$ cat config.mk
export PLATFORM = sky130hd
export DESIGN_NAME = rab_queue
export DESIGN_NICKNAME = d
export VERILOG_FILES = /design/src/rtl/rab_pkg.sv /design/src/rtl/rab_queue.sv
export SDC_FILE = /design/constraint.sdc
export NUM_CORES = 1
export LEC_CHECK = 0
export ABC_CLOCK_PERIOD_IN_PS = 4200
export CORE_UTILIZATION = 65
export CTS_BUF_LIST = sky130_fd_sc_hd__clkbuf_4 sky130_fd_sc_hd__clkbuf_8
export CTS_CLUSTER_DIAMETER = 200
export DETAILED_ROUTE_END_ITERATION = 6
export DONT_BUFFER_PORTS = 1
export HOLD_SLACK_MARGIN = 0.05
export PLACE_DENSITY = 0.85
export SLEW_MARGIN = 25
export SYNTH_ARGS = -nofsm -noshare
export SYNTH_HDL_FRONTEND = slang
export SYNTH_SLANG_ARGS = --single-unit
$ cat constraint.sdc
create_clock -name clk -period 4.2 [get_ports clk]
set_clock_uncertainty 0.05 [all_clocks]
set_input_delay 0.42 -clock clk [delete_from_list [all_inputs] [get_ports clk]]
set_output_delay 0.42 -clock clk [all_outputs]
set_load 0.03 [all_outputs]
$ cat src/rtl/rab_pkg.sv
// Types and constants shared by the region adjacency builder modules.
package rab_pkg;

	localparam int LABEL_W = 16;
	localparam int OUT_W   = 10;
	localparam int CMP_W   = 16;

	localparam logic CFG_IMAGE_WIDTH = 1'b0;
	localparam logic CFG_LABEL_COUNT = 1'b1;

	localparam logic [10:0] IMAGE_WIDTH_RST = 11'd640;
	localparam logic [10:0] LABEL_COUNT_RST = 11'd1024;

	typedef struct packed {
		logic               clear;
		logic               pairs;
		logic [LABEL_W-1:0] src;
		logic [LABEL_W-1:0] dst0;
		logic [LABEL_W-1:0] dst1;
		logic [LABEL_W-1:0] dst2;
	} job_t;

	typedef enum logic {
		F_IDLE,
		F_WORK
	} front_state_t;

	typedef enum logic [2:0] {
		B_CLEAR,
		B_IDLE,
		B_CHECK,
		B_READ,
		B_DECIDE,
		B_WRDST,
		B_EMIT
	} back_state_t;

endpackage

$ cat src/rtl/rab_queue.sv
// Two-entry request queue between the front and the back of the builder.
module rab_queue (
	input  logic          clk,
	input  logic          arst_n,
	input  logic          push,
	input  rab_pkg::job_t push_job,
	output logic          full,
	input  logic          pop,
	output rab_pkg::job_t pop_job,
	output logic          empty
);

	rab_pkg::job_t slot_q [2];
	logic          wr_q;
	logic          rd_q;
	logic [1:0]    cnt_q;

	assign full    = (cnt_q == 2'd2);
	assign empty   = (cnt_q == 2'd0);
	assign pop_job = slot_q[rd_q];

	always_ff @(posedge clk) begin
		if (push) begin
			slot_q[wr_q] <= push_job;
		end
	end

	always_ff @(posedge clk or negedge arst_n) begin
		if (!arst_n) begin
			wr_q  <= 1'b0;
			rd_q  <= 1'b0;
			cnt_q <= 2'd0;
		end else begin
			if (push) begin
				wr_q <= ~wr_q;
			end
			if (pop) begin
				rd_q <= ~rd_q;
			end
			case ({push, pop})
				2'b10:   cnt_q <= cnt_q + 2'd1;
				2'b01:   cnt_q <= cnt_q - 2'd1;
				default: cnt_q <= cnt_q;
			endcase
		end
	end

endmodule

==> results by group <==
Synth
  • Number of cells produced by synthesis: 221
  • Number of enable-type register cells in the synthesized netlist: 132
  • Share of the synthesized area in the top cell type: 0.783
  • Most frequent cell after synthesis: edfxtp_1
  • Cell area after technology mapping: 0.00506 sq mm
  • Top cell type by total area after synthesis: edfxtp_1
  • Number of register bits inferred by synthesis: 136
  • Net count of the mapped netlist: 292
  • Number of synthesis warnings: 0
  • Ranking of synthesized cells by area: edfxtp_1, mux2_4, mux2_2, dfrtp_1, buf_6
  • Number of library cell types mapped by synthesis: 14
  • Cell types with the highest counts after synthesis: edfxtp_1, mux2_2, mux2_4, dfrtp_1
  • Sequential-to-total area share from yosys stat: 0.803
  • Main flop type after synthesis: edfxtp_1
  • Synthesized area divided by synthesized cell count: 22.9 sq um
  • Post-synth ARST share: 0.0294

Layout
  • Number of diodes: 0
  • Number of fill cells in the layout: 332
  • Total number of nets in the final design: 376
  • Signed area change from the synthesized netlist to the final layout: 22.9%
  • Fraction of layout instances using a drive strength above 1: 0.327

Clock network
  • Clock buffer count from CTS: 17
  • Total of cells resized after clock tree synthesis: 0
  • Post-CTS setup buffer count: 0
  • Clock tree root buffer cell: clkbuf_8
  • Number of H-tree levels: 4
  • Clock tree from TritonCTS: built
  • Worst-case clock buffer depth: 2
  • Clock transition at the registers of the reported paths: 0.07 ns
  • Worst skew pair latency: 0.41 ns
  • Number of clock sinks: 136
  • Hold_buf cts: 69

Critical path
  • Setup crit start kind: flop
  • Crit end category: output port
  • Type of the worst setup path: reg2out
  • Worst path max stage delay: 1.11 ns
  • Count of buffering cells on the critical path with inverters included: 0
  • Data required, critical path: 3.73 ns
  • Cell-by-cell trace of the critical path: mux2_2
  • Critical path arrival: 2.07 ns
  • Reg-to-reg setup timing slack: 2.06 ns
  • Critical-path maximum fanout: 67
  • Category of cells accounting for the largest share of critical-path delay: flip-flops
  • Slowest cell on the critical path: dfrtp_4

STA
  • Fmax: 0.394 GHz
  • Final hold violation count: 0
  • Final cycle utilization of the critical path: 0.605
  • Final Slew Violations: 0
  • Total of endpoints with negative setup slack in the final report: 0
  • Setup repair after global routing missed its margin: no
  • Total Negative Setup Slacks: 0 ns
  • Max-Slew Margin vs Limit: 0.311
  • Final min period: 2.54 ns
  • Worst-Margin Slew: 1.03 ns

Floorplanning
  • Die Outline Area: 0.00814 sq mm
  • Height of the die: 90.2 um
  • Row Count: 31
  • Die W: 90.2 um
  • Starting utilization of the core area: 0.687
  • # IOs: 138
  • Core area: 0.00737 sq mm

GRT
  • Total global-route track usage: 0.242
  • Antenna violations before repair: 0
  • Global-route wire length before repair: 14,100 um
  • Via count of the first global-routing pass: 2,526
  • Pin count of the biggest net entering global routing: 68
  • Residual overflow from global routing: 0

Detailed routing
  • Mean routed wirelength per cell: 22.2 um
  • Post-route antenna net violation count: 0
  • Routed wire length: 9250 um
  • Vias per cell: 5.59
  • Total vias in the final route: 2,329
  • 1st-iter DRT viols: 183
  • # DRC: 0
  • First-pass iteration count of the detailed router: 4

Power and ir drop
  • P_int: 0.00275 W
  • Power density of the placed cells: 698 mW/mm^2
  • Reported leakage power: 2.20 nW
  • Sw Ratio: 0.366
  • Net switching power figure: 0.00159 W
  • Fraction of power consumed by the clock network: 0.224
  • Design Power: 0.00434 W
  • Part of the power in registers: 0.469
  • Maximum ir drop on the vdd rail: 0.682 mV
  • Comb pwr share: 0.307

Job
  • # Max-Cap Violations: 0

Worst hold path
  • Path type of the worst min-delay path: in2async

Place
  • Buffers on Ports: 0
  • Placer Congestion: 0.660
  • HPWL after DPL: 4680 um

Status
  • Result of the run: completed
flip-flops by register name, indices dropped and copies added, names as in the netlist:
register / flops
slot_q: 132
wr_q: 1
cnt_q: 2
rd_q: 1
worst paths after layout:
path,startpoint,end,cells after the start
max,rd_q,pop_job[1],1
min,arst_n,cnt_q[1],1
max reg2reg,wr_q,slot_q[1][17],2
min reg2reg,cnt_q[1],cnt_q[1],1
max in group asynchronous,arst_n,rd_q,1
min in group clk,pop,cnt_q[0],2
stage by stage:
stage	std cells	hold WS [ns]	util	setup slack [ns]	instance area [sq um]
after floorplan	221	0.0744	-	0.411	5060
after CTS	417	0.170	0.844	1.62	6220
after global placement	316	0.0746	0.701	2.08	5160
after detailed placement	316	0.0746	0.701	2.07	5160
after global routing	417	0.199	0.844	1.55	6220
final	417	0.223	0.844	1.66	6220
placed cells by master, fill, tap and decap left out, drive strengths merged:
master         n
clkbuf        18
ha             1
edfxtp       132
mux2          66
clkinvlp       4
clkinv         6
buf            3
xor2           3
and2           1
nor2b          1
dlygate4sd3   69
nor2           3
bufinv         1
xnor2          2
dfrtp          4
inv            4
power groups by stage:
stage / logic [W] / registers, W / clock network (W)
global placement: 0.00126 / 0.00203 / 0
finish: 0.00134 / 0.00203 / 0.000973
global route: 0.00138 / 0.00207 / 0.00105
detailed placement: 0.00127 / 0.00205 / 0
CTS: 0.00134 / 0.00203 / 0.000985
floorplan: 0.00130 / 0.00190 / 0
cells by family (layout without fill, tap and decap cells):
family / count (synthesis) / after routing / synth area share
xor gates and xnor gates: 5 / 5 / 0.00866
adders and majority gates: 1 / 1 / 0.00247
buffers and inverters: 8 / 105 / 0.0119
DFF: 136 / 136 / 0.803
muxes: 66 / 66 / 0.169
and+or+nand+nor: 5 / 5 / 0.00470
final cells by class:
cell class / count / area (sq um) / share of cell area
Clock inverter: 14 / 124 / 0.0199
Timing Repair Buffer: 72 / 713 / 0.115
Multi-Input combinational cell: 77 / 945 / 0.152
Sequential cell: 136 / 4070 / 0.654
Clock buffer: 18 / 241 / 0.0388
Inverter: 1 / 3.75 / 0.000604
Tap cell: 99 / 124 / 0.0199
per-layer routing:
layer,routed length [um],share of wire,GRT usage
met5,0,0,0
met4,85,0.0092,0.0739
met3,760,0.082,0.105
met2,4870,0.53,0.405
met1,3540,0.38,0.283
Power figures use the tool's default switching activity.
